<file path="src/rtl/pva_pkg.sv">
// ----------------------------------------------------------------------------
// pva_pkg
// Shared widths, codes, defaults and beat types of the voice allocator.
// ----------------------------------------------------------------------------
`default_nettype none

package pva_pkg;

  localparam int MODE_W       = 2;
  localparam int ORIGIN_TAG_W = 16;
  localparam int SOUND_W      = 9;
  localparam int PRIO_W       = 8;
  localparam int IDX_W        = 3;
  localparam int CH_W         = 3;
  localparam int CFG_W        = 4;

  localparam logic [CFG_W-1:0] CFG_RESET = 4'd8;

  localparam int DEF_MAX_CHANNELS = 8;
  localparam int DEF_ORIGIN_BITS  = 16;

  localparam logic [MODE_W-1:0] MODE_ALLOC        = 2'd0;
  localparam logic [MODE_W-1:0] MODE_STOP_ORIGIN  = 2'd1;
  localparam logic [MODE_W-1:0] MODE_STOP_CHANNEL = 2'd2;

  typedef struct packed {
    logic [MODE_W-1:0]       mode;
    logic [ORIGIN_TAG_W-1:0] origin_tag;
    logic [SOUND_W-1:0]      sound_id;
    logic [PRIO_W-1:0]       new_priority;
    logic [IDX_W-1:0]        channel_index;
  } item_t;

  typedef struct packed {
    logic               granted;
    logic [CH_W-1:0]    channel;
    logic               evicted;
    logic [SOUND_W-1:0] evicted_sound;
  } result_t;

endpackage

`default_nettype wire

</file>
<file path="src/rtl/pva_ifs.sv">
// ----------------------------------------------------------------------------
// pva_ifs
// Request and response channels of the voice allocator (valid/ready).
// ----------------------------------------------------------------------------
`default_nettype none

interface pva_req_if;
  logic                             valid;
  logic                             ready;
  logic [pva_pkg::MODE_W-1:0]       mode;
  logic [pva_pkg::ORIGIN_TAG_W-1:0] origin_tag;
  logic [pva_pkg::SOUND_W-1:0]      sound_id;
  logic [pva_pkg::PRIO_W-1:0]       new_priority;
  logic [pva_pkg::IDX_W-1:0]        channel_index;

  modport source (output valid, mode, origin_tag, sound_id, new_priority, channel_index,
                  input ready);
  modport sink   (input valid, mode, origin_tag, sound_id, new_priority, channel_index,
                  output ready);
endinterface

interface pva_rsp_if;
  logic                        valid;
  logic                        ready;
  logic                        granted;
  logic [pva_pkg::CH_W-1:0]    channel;
  logic                        evicted;
  logic [pva_pkg::SOUND_W-1:0] evicted_sound;

  modport source (output valid, granted, channel, evicted, evicted_sound, input ready);
  modport sink   (input valid, granted, channel, evicted, evicted_sound, output ready);
endinterface

`default_nettype wire

</file>
<file path="src/rtl/pva_ram.sv">
// ----------------------------------------------------------------------------
// pva_ram
// Generic simple dual-port RAM: one write port, one registered read port.
// ----------------------------------------------------------------------------
`default_nettype none

module pva_ram #(
  parameter int WIDTH = 8,
  parameter int DEPTH = 8,
  localparam int AW = (DEPTH > 1) ? $clog2(DEPTH) : 1
) (
  input  wire logic             clk,
  input  wire logic             we,
  input  wire logic [AW-1:0]    waddr,
  input  wire logic [WIDTH-1:0] wdata,
  input  wire logic [AW-1:0]    raddr,
  output logic      [WIDTH-1:0] rdata
);

  logic [WIDTH-1:0] mem [DEPTH];

  always_ff @(posedge clk) begin
    if (we) begin
      mem[waddr] <= wdata;
    end
    rdata <= mem[raddr];
  end

endmodule

`default_nettype wire

</file>
<file path="src/rtl/pva_engine.sv">
// ----------------------------------------------------------------------------
// pva_engine
// Channel table sequencer: scans the channel memory one entry per cycle,
// picks, evicts or frees a channel and, on allocation, writes the entry back.
// ----------------------------------------------------------------------------
`default_nettype none

module pva_engine #(
  parameter int MAX_CHANNELS = pva_pkg::DEF_MAX_CHANNELS,
  parameter int ORIGIN_BITS  = pva_pkg::DEF_ORIGIN_BITS,
  localparam int CNT_W = $clog2(MAX_CHANNELS + 1)
) (
  input  wire logic             clk,
  input  wire logic             rst,
  input  wire logic [CNT_W-1:0] n_chan,
  input  wire logic             item_valid,
  input  wire pva_pkg::item_t   item,
  output logic                  item_ready,
  output logic                  res_valid,
  output pva_pkg::result_t      res,
  input  wire logic             res_take
);

  localparam int AW  = (MAX_CHANNELS > 1) ? $clog2(MAX_CHANNELS) : 1;
  localparam int EW  = ORIGIN_BITS + pva_pkg::PRIO_W + pva_pkg::SOUND_W;
  localparam int CW2 = pva_pkg::IDX_W + CNT_W;

  typedef enum logic [5:0] {
    S_IDLE      = 6'b000001,
    S_SCAN_FREE = 6'b000010,
    S_SCAN_PRIO = 6'b000100,
    S_STOP_ORG  = 6'b001000,
    S_STOP_CHK  = 6'b010000,
    S_DONE      = 6'b100000
  } state_t;

  state_t                      state;
  logic [MAX_CHANNELS-1:0]     valid;
  logic [ORIGIN_BITS-1:0]      org;
  logic [pva_pkg::PRIO_W-1:0]  prio;
  logic [pva_pkg::SOUND_W-1:0] sound;
  logic [CNT_W-1:0]            rd;
  logic [AW-1:0]               chk_idx;
  logic                        chk_live;

  logic [ORIGIN_BITS-1:0]      in_org;
  logic                        stop_ok;
  logic                        we;
  logic [AW-1:0]               raddr;
  logic [EW-1:0]               wdata;
  logic [EW-1:0]               rdata;
  logic [ORIGIN_BITS-1:0]      ent_org;
  logic [pva_pkg::PRIO_W-1:0]  ent_prio;
  logic [pva_pkg::SOUND_W-1:0] ent_sound;
  logic                        chk_busy;
  logic                        org_hit;
  logic                        hit;
  logic                        scan_end;

  // keep the low origin bits only
  assign in_org  = ORIGIN_BITS'({{ORIGIN_BITS{1'b0}}, item.origin_tag});
  assign stop_ok = (CW2'(item.channel_index) < CW2'(n_chan))
                   && valid[AW'(item.channel_index)];

  assign ent_org   = rdata[EW-1 -: ORIGIN_BITS];
  assign ent_prio  = rdata[pva_pkg::SOUND_W +: pva_pkg::PRIO_W];
  assign ent_sound = rdata[pva_pkg::SOUND_W-1:0];

  assign chk_busy = valid[chk_idx];
  assign org_hit  = ent_org == org;
  assign scan_end = !chk_live && (rd >= n_chan);

  always_comb begin
    unique case (state)
      S_SCAN_FREE: hit = chk_live && (!chk_busy || ((org != '0) && org_hit));
      S_SCAN_PRIO: hit = chk_live && (ent_prio >= prio);
      S_STOP_ORG:  hit = chk_live && chk_busy && org_hit;
      default:     hit = 1'b0;
    endcase
  end

  assign we    = hit && ((state == S_SCAN_FREE) || (state == S_SCAN_PRIO));
  assign wdata = {org, prio, sound};
  assign raddr = (state == S_IDLE) ? AW'(item.channel_index) : rd[AW-1:0];

  assign item_ready = state == S_IDLE;
  assign res_valid  = state == S_DONE;

  pva_ram #(
    .WIDTH (EW),
    .DEPTH (MAX_CHANNELS)
  ) u_ram (
    .clk   (clk),
    .we    (we),
    .waddr (chk_idx),
    .wdata (wdata),
    .raddr (raddr),
    .rdata (rdata)
  );

  always_ff @(posedge clk) begin
    if (rst) begin
      state    <= S_IDLE;
      valid    <= '0;
      rd       <= '0;
      chk_live <= 1'b0;
    end else begin
      unique case (state)
        S_IDLE: begin
          if (item_valid) begin
            org      <= in_org;
            prio     <= item.new_priority;
            sound    <= item.sound_id;
            chk_idx  <= AW'(item.channel_index);
            rd       <= '0;
            chk_live <= 1'b0;
            priority if (item.mode == pva_pkg::MODE_ALLOC) begin
              state <= S_SCAN_FREE;
            end else if (item.mode == pva_pkg::MODE_STOP_ORIGIN) begin
              state <= S_STOP_ORG;
            end else if (item.mode == pva_pkg::MODE_STOP_CHANNEL && stop_ok) begin
              state <= S_STOP_CHK;
            end else begin
              res   <= '0;
              state <= S_DONE;
            end
          end
        end
        S_SCAN_FREE, S_SCAN_PRIO, S_STOP_ORG: begin
          if (hit) begin
            res.granted <= 1'b1;
            res.channel <= pva_pkg::CH_W'(chk_idx);
            state       <= S_DONE;
            if (state == S_STOP_ORG) begin
              valid[chk_idx]    <= 1'b0;
              res.evicted       <= 1'b1;
              res.evicted_sound <= ent_sound;
            end else begin
              valid[chk_idx]    <= 1'b1;
              res.evicted       <= chk_busy;
              res.evicted_sound <= chk_busy ? ent_sound : '0;
            end
          end else if (scan_end) begin
            if (state == S_SCAN_FREE) begin
              // no free or same-origin channel: look for one to steal
              rd       <= '0;
              chk_live <= 1'b0;
              state    <= S_SCAN_PRIO;
            end else begin
              res   <= '0;
              state <= S_DONE;
            end
          end else begin
            // issue the next read while checking the entry read last cycle
            chk_live <= rd < n_chan;
            chk_idx  <= rd[AW-1:0];
            if (rd < n_chan) begin
              rd <= CNT_W'(rd + 1'b1);
            end
          end
        end
        S_STOP_CHK: begin
          valid[chk_idx]    <= 1'b0;
          res.granted       <= 1'b1;
          res.channel       <= pva_pkg::CH_W'(chk_idx);
          res.evicted       <= 1'b1;
          res.evicted_sound <= ent_sound;
          state             <= S_DONE;
        end
        S_DONE: begin
          if (res_take) begin
            state <= S_IDLE;
          end
        end
        default: begin
          state <= S_IDLE;
        end
      endcase
    end
  end

endmodule

`default_nettype wire

</file>
<file path="src/rtl/priority_voice_allocator.sv">
// ----------------------------------------------------------------------------
// priority_voice_allocator
// Voice-channel allocator with origin reuse and priority stealing.
//
// Requests arrive on req (valid/ready): allocate, stop by origin or stop one
// channel. Every request beat gives exactly one response beat on rsp with
// granted, channel, evicted and evicted_sound. cfg_we/cfg_wdata set the
// number of channels in use; write it only while no request is in flight.
// One request is worked at a time. The channel table sits in a RAM with one
// read port, scanned one entry per cycle. Allocate first scans for a free
// or same-origin entry and, failing that, makes a stealing pass; stop by
// origin scans for a live entry of that origin; stop channel reads only the
// entry named by channel_index.
// A finished response moves into the output register, and the next request
// is taken while it waits; if rsp is still stalled when the following
// response is done, that one holds in the engine and req.ready stays low.
// Reset frees all channels and sets the channel count to 8; there is no
// clearing pass.
// ----------------------------------------------------------------------------
`default_nettype none

module priority_voice_allocator #(
  parameter int MAX_CHANNELS = pva_pkg::DEF_MAX_CHANNELS,
  parameter int ORIGIN_BITS  = pva_pkg::DEF_ORIGIN_BITS
) (
  input  wire logic                        clk,
  input  wire logic                        rst,
  input  wire logic                        cfg_we,
  input  wire logic [pva_pkg::CFG_W-1:0]   cfg_wdata,
  pva_req_if.sink                          req,
  pva_rsp_if.source                        rsp
);

  localparam int CNT_W = $clog2(MAX_CHANNELS + 1);

  logic [pva_pkg::CFG_W-1:0] cfg_n;
  logic [CNT_W-1:0]          n_chan;
  pva_pkg::item_t            item;
  pva_pkg::result_t          res;
  logic                      res_valid;
  logic                      res_take;

  always_ff @(posedge clk) begin
    if (rst) begin
      cfg_n <= pva_pkg::CFG_RESET;
    end else if (cfg_we) begin
      cfg_n <= cfg_wdata;
    end
  end

  // saturate the channel count at the table depth
  assign n_chan = (int'(cfg_n) > MAX_CHANNELS) ? CNT_W'(MAX_CHANNELS) : CNT_W'(cfg_n);

  assign item.mode          = req.mode;
  assign item.origin_tag    = req.origin_tag;
  assign item.sound_id      = req.sound_id;
  assign item.new_priority  = req.new_priority;
  assign item.channel_index = req.channel_index;

  pva_engine #(
    .MAX_CHANNELS (MAX_CHANNELS),
    .ORIGIN_BITS  (ORIGIN_BITS)
  ) u_engine (
    .clk        (clk),
    .rst        (rst),
    .n_chan     (n_chan),
    .item_valid (req.valid),
    .item       (item),
    .item_ready (req.ready),
    .res_valid  (res_valid),
    .res        (res),
    .res_take   (res_take)
  );

  assign res_take = res_valid && (!rsp.valid || rsp.ready);

  always_ff @(posedge clk) begin
    if (rst) begin
      rsp.valid <= 1'b0;
    end else if (res_take) begin
      rsp.valid <= 1'b1;
    end else if (rsp.ready) begin
      rsp.valid <= 1'b0;
    end
  end

  always_ff @(posedge clk) begin
    if (res_take) begin
      rsp.granted       <= res.granted;
      rsp.channel       <= res.channel;
      rsp.evicted       <= res.evicted;
      rsp.evicted_sound <= res.evicted_sound;
    end
  end

endmodule

`default_nettype wire
</file>
<file path="src/flat_wrapper.sv">
// flat-port wrapper written by rule: the top's interface ports become plain ports
module priority_voice_allocator_flat 
#(
  parameter int MAX_CHANNELS = pva_pkg::DEF_MAX_CHANNELS,
  parameter int ORIGIN_BITS  = pva_pkg::DEF_ORIGIN_BITS
)
  (clk, rst, cfg_we, cfg_wdata, req_valid, req_mode, req_origin_tag, req_sound_id, req_new_priority, req_channel_index, req_ready, rsp_valid, rsp_granted, rsp_channel, rsp_evicted, rsp_evicted_sound, rsp_ready);
  pva_req_if req_i ();
  pva_rsp_if rsp_i ();
  input  wire logic clk;
  input  wire logic rst;
  input  wire logic cfg_we;
  input  wire logic [pva_pkg::CFG_W-1:0] cfg_wdata;
  input wire logic [$bits(req_i.valid)-1:0] req_valid;
  input wire logic [$bits(req_i.mode)-1:0] req_mode;
  input wire logic [$bits(req_i.origin_tag)-1:0] req_origin_tag;
  input wire logic [$bits(req_i.sound_id)-1:0] req_sound_id;
  input wire logic [$bits(req_i.new_priority)-1:0] req_new_priority;
  input wire logic [$bits(req_i.channel_index)-1:0] req_channel_index;
  output wire logic [$bits(req_i.ready)-1:0] req_ready;
  output wire logic [$bits(rsp_i.valid)-1:0] rsp_valid;
  output wire logic [$bits(rsp_i.granted)-1:0] rsp_granted;
  output wire logic [$bits(rsp_i.channel)-1:0] rsp_channel;
  output wire logic [$bits(rsp_i.evicted)-1:0] rsp_evicted;
  output wire logic [$bits(rsp_i.evicted_sound)-1:0] rsp_evicted_sound;
  input wire logic [$bits(rsp_i.ready)-1:0] rsp_ready;
  assign req_i.valid = req_valid;
  assign req_i.mode = req_mode;
  assign req_i.origin_tag = req_origin_tag;
  assign req_i.sound_id = req_sound_id;
  assign req_i.new_priority = req_new_priority;
  assign req_i.channel_index = req_channel_index;
  assign req_ready = req_i.ready;
  assign rsp_valid = rsp_i.valid;
  assign rsp_granted = rsp_i.granted;
  assign rsp_channel = rsp_i.channel;
  assign rsp_evicted = rsp_i.evicted;
  assign rsp_evicted_sound = rsp_i.evicted_sound;
  assign rsp_i.ready = rsp_ready;
  priority_voice_allocator #(.MAX_CHANNELS(MAX_CHANNELS), .ORIGIN_BITS(ORIGIN_BITS)) u_core (.clk(clk), .rst(rst), .cfg_we(cfg_we), .cfg_wdata(cfg_wdata), .req(req_i), .rsp(rsp_i));
endmodule
</file>
<file path="config.mk">
export PLATFORM = sky130hd
export DESIGN_NAME = priority_voice_allocator_flat
export DESIGN_NICKNAME = d
export VERILOG_FILES = /design/src/rtl/pva_pkg.sv /design/src/rtl/pva_ifs.sv /design/src/rtl/pva_ram.sv /design/src/rtl/pva_engine.sv /design/src/rtl/priority_voice_allocator.sv /design/src/flat_wrapper.sv
export SDC_FILE = /design/constraint.sdc
export NUM_CORES = 1
export LEC_CHECK = 0
export BUFFER_PORTS_ARGS = -buffer_cell sky130_fd_sc_hd__buf_2
export CORE_MARGIN = 4
export CORE_UTILIZATION = 30
export DETAILED_ROUTE_END_ITERATION = 10
export GPL_ROUTABILITY_DRIVEN = 0
export PLACE_DENSITY = 0.45
export SLEW_MARGIN = 5
export SYNTH_ARGS = -nofsm -noshare
export SYNTH_HDL_FRONTEND = slang
export SYNTH_SLANG_ARGS = --single-unit
</file>
<file path="constraint.sdc">
create_clock -name clk -period 5.5 [get_ports clk]
set_clock_uncertainty 0.2 [all_clocks]
set_input_delay 0.825 -clock clk [delete_from_list [all_inputs] [get_ports clk]]
set_output_delay 0.825 -clock clk [all_outputs]
set_load 0.05 [all_outputs]
</file>
Word level (Yosys, flattened, before mapping)
Memories as Yosys holds them, arrays and structs flattened. A register that Yosys moved wholly into a read port is not among the register bits.
Index checks and enable logic that the tools add are counted.

storage, ports and cells
  bits in registers = 88
  bits in writable memories = 264
  input port bits = 47
  output and inout port bits = 16
  logic and storage cells = 134
  memories = 1

memory list
  name                       depth  bits a word  rd ports  clocked after Yosys merged registers in  write ports  RTL line       RTL
  u_core.u_engine.u_ram.mem  8      33           1         1                                        1            pva_ram.sv:20  logic [WIDTH-1:0] mem [DEPTH];

operators by class
  add/sub/neg operators = 1
  order comparisons = 8
  equality and inequality tests = 21
  mux-type cells = 50
  bitwise operators = 4
  reductions and logical operators = 31

operator list
  operator              number
  $mux W14              7
  $mux W6               8
  $pmux W14 S3          1
  $mux W4               6
  $pmux W6 S4           1
  $eq A16 B16 Y1        1
  $mux W8               2
  $ne A2 B2 Y1 const B  8
  $pmux W8 S2           1
  $reduce_bool A16 Y1   1
  $mux W3               4
  $ne A3 B3 Y1 const B  4
  $logic_and A1 B1 Y1   11
  $mux W1               11
  $mux W10              1
  $reduce_and A5 Y1     2
  $mux W9               1
  $and A8 B8 Y8         1
  $ge A8 B8 Y1          1
  $lt A3 B4 Y1 const B  2
  $not A8 Y8            1
  $or A8 B8 Y8          1
  $pmux W4 S2           1
  $reduce_and A8 Y1     1
  other kinds (29)      37

Longest topological paths before layout
Gate-level depths: netlist of the first run.

  depth after elaboration = 10
  gate-level depth with buffers = 11
  depth with buffers taken out = 10

Cells and area by module
Synthesis of the first run repeated with hierarchy kept, for this count alone.

unflattened totals
  cells, all modules = 771
  area, all modules = 14780.4 µm²

modules (own cells, without submodules)
  module                    times used  cells each  area an instance (µm²)  seq. area each (µm²)
  pva_ram                   1           427         10640.2                 8588.2
  pva_engine                1           308         3502.1                  1881.8
  priority_voice_allocator  1           36          638.1                   520.5

Worst setup path before layout of the first run
No wires, ideal clock.

  path type = register to register
  from = register u_core.u_engine.org[9]
  to = memory u_core.u_engine.u_ram.mem[0][0] (netlist name), enable pin
  library setup time = 0.464 ns
  arrival = 3.908 ns
  data required time = 4.836 ns
  path slack = 0.927 ns
  stages on the path, launching flop included = 7
  path buffers = 0
  clock period less this slack = 4.573 ns
  cell sequence = edfxtp_1 -> xor2_1 -> nor4_1 -> nand4_1 -> o2bb2ai_1 -> nand4_1 -> nor3_1

on the way
  longest elaborated chain between the ends = 8
  elaborated cells between the ends (all ways) = 10
  classes of those cells = 1 x eq/ne; 3 x mux; 6 x reduce/logical

ends and longest elaborated chain
  element                                                RTL line                            RTL
  from (decl)                                            pva_engine.sv:39                    logic [ORIGIN_BITS-1:0] org;
  from (signal assigned)                                 pva_engine.sv:111                   org <= in_org;
  $eq A16 B16 Y1 or $reduce_bool A16 Y1 (tied branches)  pva_engine.sv:70, pva_engine.sv:75
  $logic_and A1 B1 Y1                                    pva_engine.sv:75                    S_SCAN_FREE: hit = chk_live && (!chk_busy || ((org != '0) && org_hit));
  $logic_or A1 B1 Y1                                     pva_engine.sv:75
  $logic_and A1 B1 Y1                                    pva_engine.sv:75
  $pmux W1 S3 (*)                                        pva_engine.sv:74                    unique case (state)
  $logic_and A1 B1 Y1 (*)                                pva_engine.sv:82                    assign we = hit && ((state == S_SCAN_FREE) || (state == S_SCAN_PRIO));
  $mux W1 (*)                                            pva_ram.sv:23                       if (we) begin
  $mux W1 (implied by the code) (*)                      pva_ram.sv:24                       mem[waddr] <= wdata;
  to (decl)                                              pva_ram.sv:20

Mark *: on every way between the ends. The rest lies on a longest branch, timed or not.

Final worst setup path of the first run
  from = register u_core.u_engine.org[8]
  to = memory u_core.u_engine.u_ram.mem[4][29] (netlist name), enable pin

The elaborated chain is that of the path after synthesis.

==> results of run 1 <==
==> per-layer routing <==
layer	GRT usage	share of wire	wire [um]
met5	0	0	0
met4	0.0406	0.024	809
met3	0.0282	0.045	1510
met2	0.201	0.46	15600
met1	0.176	0.47	15700
==> cell usage after synthesis, drive strengths merged, types with 3 or more instances <==
cell type    n
buf         22
nor2b       12
or2          3
mux4        68
nor4        13
nand3        5
and2         9
mux2i       15
a21oi       10
nand2b       5
nand4        3
nand4b       3
inv         19
nand2       23
o211ai      12
dfxtp       57
xor2        18
nor2        20
edfxtp     328
o21ai       12
clkbuf      10
mux2        38
ha          15
a31o         5
nor3        10
==> worst register-to-register path: stages (launching register included) <==
cell	delay, ps
edfxtp_1	540
xor2_1	220
nor4_1	420
nand4_1	270
o2bb2ai_1	410
nand4_1	530
nor2_4	720
buf_4	430
==> cells by family (layout without fill, tap and decap cells) <==
logic type | Yosys count | count (layout) | synth area share
other | 0 | 1 | 0
AOI/OAI and AO/OA | 61 | 61 | 0.0291
muxes | 121 | 121 | 0.142
xor gates and xnor gates | 18 | 18 | 0.0106
DFF | 385 | 385 | 0.742
adders and majority gates | 15 | 15 | 0.0127
and+or+nand+nor | 120 | 120 | 0.0459
buffers and inverters | 53 | 184 | 0.0175
==> layout make-up <==
cell class                      count  area, um^2  area share
Timing Repair Buffer               82         485      0.0278
Inverter                           21        80.1     0.00458
Multi-Input combinational cell    335        3670       0.210
Clock inverter                     18         204      0.0117
Sequential cell                   385       11000       0.629
Clock buffer                       63        1220      0.0700
Tap cell                          664         831      0.0475
Antenna cell                        1        2.50    0.000143
==> through the flow <==
step / util / instances / hold WS [ps]
after detailed placement: 0.329 / 1487 / 206
after floorplan: - / 773 / 200
final: 0.358 / 1569 / 200
after global placement: 0.329 / 1487 / 206
after global routing: 0.358 / 1568 / 195
after CTS: 0.358 / 1568 / 184
==> final timing paths <==
path | from | endpoint | slack (ps) | cells past startpoint
max | u_core.u_engine.org[8]$_DFFE_PP_ | u_core.u_engine.u_ram.mem[4][29]$_DFFE_PP_ | 1430 | 7
min | u_core.u_engine.res[12]$_DFFE_PP_ | u_core.rsp.channel[2]$_DFFE_PP_ | 200 | 0
max reg2reg | u_core.u_engine.org[8]$_DFFE_PP_ | u_core.u_engine.u_ram.mem[4][29]$_DFFE_PP_ | 1430 | 7
min reg2reg | u_core.u_engine.res[12]$_DFFE_PP_ | u_core.rsp.channel[2]$_DFFE_PP_ | 200 | 0
==> flip-flops by register name, summed over array words and instances, names as in the netlist, named ones only <==
name                         flops
u_core.cfg_n                     4
u_core.rsp.channel               3
u_core.rsp.evicted               1
u_core.rsp.evicted_sound         9
u_core.rsp.granted               1
u_core.rsp.valid                 1
u_core.u_engine.chk_idx          3
u_core.u_engine.chk_live         1
u_core.u_engine.org             16
u_core.u_engine.prio             8
u_core.u_engine.rd               4
u_core.u_engine.res             14
u_core.u_engine.sound            9
u_core.u_engine.state            6
u_core.u_engine.u_ram.mem      264
u_core.u_engine.u_ram.rdata     33
==> cell usage in the layout, fill, tap and decap left out, types with 5 or more instances in the layout <==
cell | synthesis | layout
buf_4 | 0 | 18
mux2_2 | 38 | 38
xor2_1 | 18 | 18
mux4_2 | 68 | 68
mux2i_1 | 15 | 12
a21oi_1 | 10 | 10
inv_1 | 19 | 19
nor4_1 | 12 | 11
o211ai_1 | 12 | 12
nor2b_1 | 12 | 11
nand2_1 | 23 | 23
clkinv_2 | 1 | 8
clkbuf_16 | 0 | 45
nor2_4 | 0 | 6
edfxtp_1 | 328 | 328
nor3_1 | 9 | 7
dfxtp_1 | 57 | 57
o21ai_0 | 10 | 10
nor2_1 | 20 | 14
and2_1 | 9 | 9
ha_1 | 15 | 15
clkbuf_1 | 10 | 15
buf_2 | 11 | 62
nand2b_1 | 5 | 5
==> power by group through the flow <==
| stage | clock network [mW] | registers (mW) | logic (mW) |
|---|---|---|---|
| final | 2.90 | 3.54 | 1.09 |
| after CTS | 3.00 | 3.55 | 1.13 |
| after floorplan | 0 | 3.55 | 0.824 |
| after detailed placement | 0 | 3.60 | 1.12 |
| after global routing | 3.11 | 3.57 | 1.20 |
| after global placement | 0 | 3.61 | 1.13 |
==> flow_metrics.py, run 1 <==
metrics = {
    "synth": {
        "ys_seq_area_frac": 0.742,
        "synth_area_um2": 14800,
        "synth_largest_area_cell": "edfxtp_1",
        "syn_area_per_cell_um2": 19.2,
        "synth_edf_count": 328,
        "ys_seq_elements": 385,
        "syn_nets": 835,
        "netlist_top_cells_area": "edfxtp_1, mux4_2, dfxtp_1, mux2_2, ha_1",
        "synthCells": 773,
        "yosysTopAreaCellShare": 0.665,
        "ys_warn_count": 0,
        "synthArstFlopShare": 0,
        "ys.flop_type": "edfxtp_1",
        "ys_types": 63,
    },
    "routing": {
        "vias": 7236,
        "firstDrtPassIters": 5,
        "drc": 0,
        "drt-total-wl_um": 33700,
        "drt_iter0_markers": 584,
        "viasPerCell": 4.61,
        "final_antenna_net_count": 0,
        "wire_per_inst_um": 21.5,
    },
    "sta": {
        "slew_violations": 0,
        "finalCritPeriodShare": 0.739,
        "period_needed_ps": 4070,
        "finalHoldViolCount": 0,
        "relSlewSlack": 0.251,
        "rsz0062_at_grt": "no",
        "setup_tns_ps": 0,
        "setup-violations-final": 0,
        "worstMarginPinSlew_ps": 1100,
        "max_freq_mhz": 246,
        "setup_ws_ps": 1430,
    },
    "flow_run": {
        "maxCapViolCount": 0,
    },
    "global_route": {
        "grt_pass1_vias": 7750,
        "grt_pass1_wl_um": 50600,
        "grt_max_degree": 51,
        "grt_use_total": 0.127,
        "overflow": 0,
        "antenna_found_initial": 0,
    },
    "worst_setup_path": {
        "path_max_fanout": 18,
        "path_cells": "xor2_1 > nor4_1 > nand4_1 > o2bb2ai_1 > nand4_1 > nor2_4 > buf_4",
        "crit_top_cell": "nand4_1",
        "end_kind": "flop",
        "crit_family": "simple AND/OR/NAND/NOR gates",
        "cp_slowest_cell": "nor2_4",
        "slowest_delay_ps": 720,
        "start_kind": "flop",
        "critical_path_class": "flop to flop",
        "arrival_ps": 4090,
        "path_buf_inv": 1,
        "crit_required_ps": 5530,
    },
    "floorplan": {
        "start_util": 0.303,
        "rows": 81,
        "die_h_um": 230,
        "core_um2": 48800,
        "fp.dieW_um": 230,
        "die_area_um2": 53000,
        "io_pins": 63,
    },
    "power": {
        "power_density_nw_per_um2": 431,
        "power.switching_mw": 1.90,
        "comb_power_share": 0.145,
        "power_mw": 7.53,
        "intPower_mw": 5.64,
        "leakagePower_nw": 5.82,
        "p_seq_frac": 0.470,
        "swShare": 0.252,
        "vdd_ir_drop_max_v": 0.000223,
        "pwr-share-clk": 0.385,
    },
    "clocking": {
        "clk_latency_ps": 580,
        "cts_setup_buffers": 0,
        "cts_buffers": 44,
        "clkTransAtPathRegs_ps": 60,
        "clockBufferDepth": 3,
        "clock-sinks": 385,
        "cts_max_level": 2,
        "hold_buffers": 0,
        "ctsResizeCount": 0,
        "cts_tree": "done",
        "root_buffer": "clkbuf_16",
    },
    "placement": {
        "port-buffer-count": 62,
        "placed_area_um2": 16100,
        "post-place-ws_ps": 1340,
        "post-dp-hpwl_um": 19300,
    },
    "hold_path": {
        "min_path_type": "flop to flop",
    },
    "layout": {
        "drive_above_1_share": 0.309,
        "area_growth_pct": 18.0,
        "fillerInstances": 4635,
        "final_cell_area_um2": 17500,
        "finish.net_count": 931,
    },
    "status": {
        "status": "completed",
    },
}
(Power assumes the default switching activity.)
==> inputs of run 2 (changes only) <==
--- a/config.mk
+++ b/config.mk
@@ -5,12 +5,13 @@
 export SDC_FILE = /design/constraint.sdc
 export NUM_CORES = 1
 export LEC_CHECK = 0
+export ABC_AREA = 1
 export BUFFER_PORTS_ARGS = -buffer_cell sky130_fd_sc_hd__buf_2
 export CORE_MARGIN = 4
 export CORE_UTILIZATION = 30
 export DETAILED_ROUTE_END_ITERATION = 10
 export GPL_ROUTABILITY_DRIVEN = 0
-export PLACE_DENSITY = 0.45
+export PLACE_DENSITY = 0.46
 export SLEW_MARGIN = 5
 export SYNTH_ARGS = -nofsm -noshare
 export SYNTH_HDL_FRONTEND = slang
==> constraint.sdc (replaced) <==
create_clock -name clk -period 3.7 [get_ports clk]
set_clock_uncertainty 0.2 [all_clocks]
set_input_delay 0.555 -clock clk [delete_from_list [all_inputs] [get_ports clk]]
set_output_delay 0.555 -clock clk [all_outputs]
set_load 0.05 [all_outputs]
==> run 2 against run 1 <==
  * Global-route usage increased by 0.40 points
  * First-iteration DRC count down 10%
  * Worst hold slack got worse by 180 ps
  * Die area grew 2.9%
  * Synthesized cell count up 58%
  * Non-clock buffer count up 43
  * Critical path depth increased by 3
  * Core utilization rose by 0.41 points
  * Highest routed layer unchanged
==> flow_metrics.py, run 2 <==
metrics = {
    "sta": {
        "setup_ws_ps": 596,
        "max_freq_mhz": 322,
        "rsz0062_at_grt": "no",
        "worstMarginPinSlew_ps": 700,
        "period_needed_ps": 3100,
        "finalCritPeriodShare": 0.839,
        "relSlewSlack": 0.529,
        "slew_violations": 0,
        "setup-violations-final": 0,
        "finalHoldViolCount": 0,
    },
    "global_route": {
        "grt_pass1_wl_um": 55200,
        "grt_max_degree": 67,
        "antenna_found_initial": 0,
        "overflow": 0,
        "grt_use_total": 0.131,
        "grt_pass1_vias": 9299,
    },
    "power": {
        "intPower_mw": 8.98,
        "power_mw": 13.8,
        "p_seq_frac": 0.400,
        "swShare": 0.348,
        "power_density_nw_per_um2": 756,
        "power.switching_mw": 4.78,
        "vdd_ir_drop_max_v": 0.000364,
        "pwr-share-clk": 0.287,
        "comb_power_share": 0.313,
        "leakagePower_nw": 6.56,
    },
    "worst_setup_path": {
        "arrival_ps": 3130,
        "rr_endpoint": "u_core.u_engine.u_ram.mem[3][30]$_DFFE_PP_",
        "r2r_cells": 10,
        "path_cells": "inv_2 > nand4_1 > nand2_1 > nor2_2 > a21oi_1 > nand2_1 > nand3_2 > buf_4 > nor4_4 > buf_12",
        "reg2reg_slack_ps": 600,
        "start_kind": "flop",
        "cp_slowest_cell": "edfxtp_1",
        "crit_top_cell": "nand2_1",
        "crit_required_ps": 3730,
        "path_max_fanout": 33,
        "end_kind": "flop",
        "slowest_delay_ps": 670,
        "path_buf_inv": 3,
        "critical_path_class": "flop to flop",
        "reg2reg_from": "u_core.u_engine.chk_idx[2]$_DFFE_PP_",
        "crit_family": "simple AND/OR/NAND/NOR gates",
    },
    "layout": {
        "final_common_cell": "edfxtp_1",
        "postLayoutCoreUtil": 0.362,
        "area_growth_pct": 19.3,
        "finalNonFillerCells": 2038,
        "antenna_cells": 0,
        "top_register": "u_core.u_engine.u_ram.mem",
        "reg_top3": "u_core.u_engine.u_ram.mem (264), u_core.u_engine.u_ram.rdata (33), u_core.u_engine.org (16)",
        "final_cell_mix": "edfxtp_1, nor2_1, o21ai_0, nand2_1, inv_1",
        "final_cell_area_um2": 18200,
        "largest_reg_flops": 264,
        "finish.net_count": 1395,
        "drive_above_1_share": 0.140,
    },
    "hold_path": {
        "min_from": "req_origin_tag[14]",
        "hold_path_end": "u_core.u_engine.org[14]$_DFFE_PP_",
        "min_path_type": "primary input to flop",
        "hold_depth": 1,
    },
    "synth": {
        "ys_types": 39,
        "synth_area_um2": 15300,
        "synth-xor-area-share": 0.00172,
        "ys_warn_count": 0,
        "synthAdderAreaFrac": 0.0123,
        "ys.flop_type": "edfxtp_1",
        "synth_edf_count": 328,
        "synthSimpleGateAreaFrac": 0.0999,
        "synthMuxAreaShare": 0,
        "synthCells": 1222,
        "synth_most_common_cell": "edfxtp_1",
        "yosysTopAreaCellShare": 0.645,
        "syn_area_per_cell_um2": 12.5,
        "synth_compound_area_frac": 0.121,
        "syn_nets": 1284,
        "synthTopCellsByCount": "edfxtp_1, nor2_1, o21ai_0",
        "ys_seq_elements": 385,
        "synthArstFlopShare": 0,
        "synth_top_family_by_area": "compound AO/OA/AOI/OAI gates",
        "netlist_top_cells_area": "edfxtp_1, dfxtp_1, o21ai_0, nor2_1, o21bai_1",
        "synth_largest_area_cell": "edfxtp_1",
        "ys_seq_area_frac": 0.720,
    },
    "routing": {
        "drt_iter0_markers": 523,
        "firstDrtPassIters": 5,
        "viasPerCell": 4.62,
        "final_antenna_net_count": 0,
        "drt-total-wl_um": 35600,
        "vias": 9421,
        "wire_per_inst_um": 17.5,
        "drc": 0,
    },
    "floorplan": {
        "die_area_um2": 54500,
        "fp.dieW_um": 234,
        "start_util": 0.304,
        "die_h_um": 234,
        "core_um2": 50300,
        "io_pins": 63,
        "rows": 82,
    },
    "placement": {
        "placed_area_um2": 16600,
        "post-dp-hpwl_um": 20400,
        "post-place-ws_ps": 552,
        "dp.cells": 1932,
        "port-buffer-count": 62,
    },
    "clocking": {
        "clock-sinks": 385,
        "clockBufferDepth": 3,
        "clkTransAtPathRegs_ps": 60,
        "cts_setup_buffers": 0,
        "cts_max_level": 2,
        "cts_tree": "done",
        "root_buffer": "clkbuf_16",
        "ctsResizeCount": 0,
        "cts_buffers": 42,
        "clk_latency_ps": 550,
    },
    "flow_run": {
        "maxCapViolCount": 0,
    },
    "status": {
        "status": "completed",
    },
}
-- run 2: cell types whose count changed in the layout (fill, tap and decap cells not counted), moves of 31 or more --
| cell | delta |
|---|---|
| o22ai_1 | +32 |
| mux4_2 | -68 |
| nor2_1 | +156 |
| mux2_2 | -38 |
| nand2_1 | +86 |
| inv_1 | +71 |
| o21ai_0 | +122 |
| a31oi_1 | +31 |
| o21bai_1 | +65 |
-- run 2: how the worst max path moves through the flow --
stage                                                     from                                         end  slack, ps  depth (start not counted)
after floorplan              u_core.u_engine.prio[7]$_DFFE_PP_   u_core.u_engine.u_ram.mem[6][0]$_DFFE_PP_       -190                          9
after CTS                    u_core.u_engine.org[15]$_DFFE_PP_  u_core.u_engine.u_ram.mem[3][27]$_DFFE_PP_        540                         12
after global routing         u_core.u_engine.org[12]$_DFFE_PP_            u_core.u_engine.res[0]$_DFFE_PP_        230                         13
after detailed placement     u_core.u_engine.org[15]$_DFFE_PP_  u_core.u_engine.u_ram.mem[3][27]$_DFFE_PP_        550                         12
after global placement       u_core.u_engine.org[15]$_DFFE_PP_  u_core.u_engine.u_ram.mem[2][26]$_DFFE_PP_        600                         12
final                     u_core.u_engine.chk_idx[2]$_DFFE_PP_  u_core.u_engine.u_ram.mem[3][30]$_DFFE_PP_        600                         10
-- run 2: metrics by stage --
stage               hold slack, ps  setup TNS, ps
floorplan                      200         -25070
detailed placement             205              0
global placement               203              0
finish                        19.2              0
global route                  3.68              0
CTS                          0.847              0
-- run 2: logic make-up after synthesis --
logic type,Yosys count
AO/OA/AOI/OAI,315
XOR/XNOR,3
adder cells (fa/ha/maj),15
buffers and inverters,153
flip-flops,385
AND/OR/NAND/NOR,351
-- run 2: metal layers --
| layer | vias up | wire length, um | GRT usage |
|---|---|---|---|
| met5 | - | 0 | 0 |
| li1 | 4606 | - | - |
| met4 | 0 | 715 | 0.0395 |
| met2 | 144 | 16800 | 0.218 |
| met1 | 4616 | 16800 | 0.178 |
| met3 | 55 | 1260 | 0.0205 |
-- run 2: cell type report --
class                      count  area [um^2]
clock buffer                  66         1230
timing repair buffer         125         1010
fill                        4937        32100
multi-input combinational    684         3710
tap                          672          841
clock inverter                11         60.1
sequential                   385        11000
inverter                      95          362
-- run 2: repair_timing --
action	in CTS	in global routing
hold buffers	29	0
hold endpoints to repair	29	0
endpoints found under the setup margin	0	0
-- run 2: power by group through the flow --
stage | sequential, mW | combinational, mW | clock (mW)
detailed placement | 5.60 | 4.36 | 0
floorplan | 5.55 | 3.12 | 0
CTS | 5.52 | 4.40 | 4.09
global route | 5.57 | 4.88 | 4.26
global placement | 5.60 | 4.34 | 0
finish | 5.51 | 4.31 | 3.95
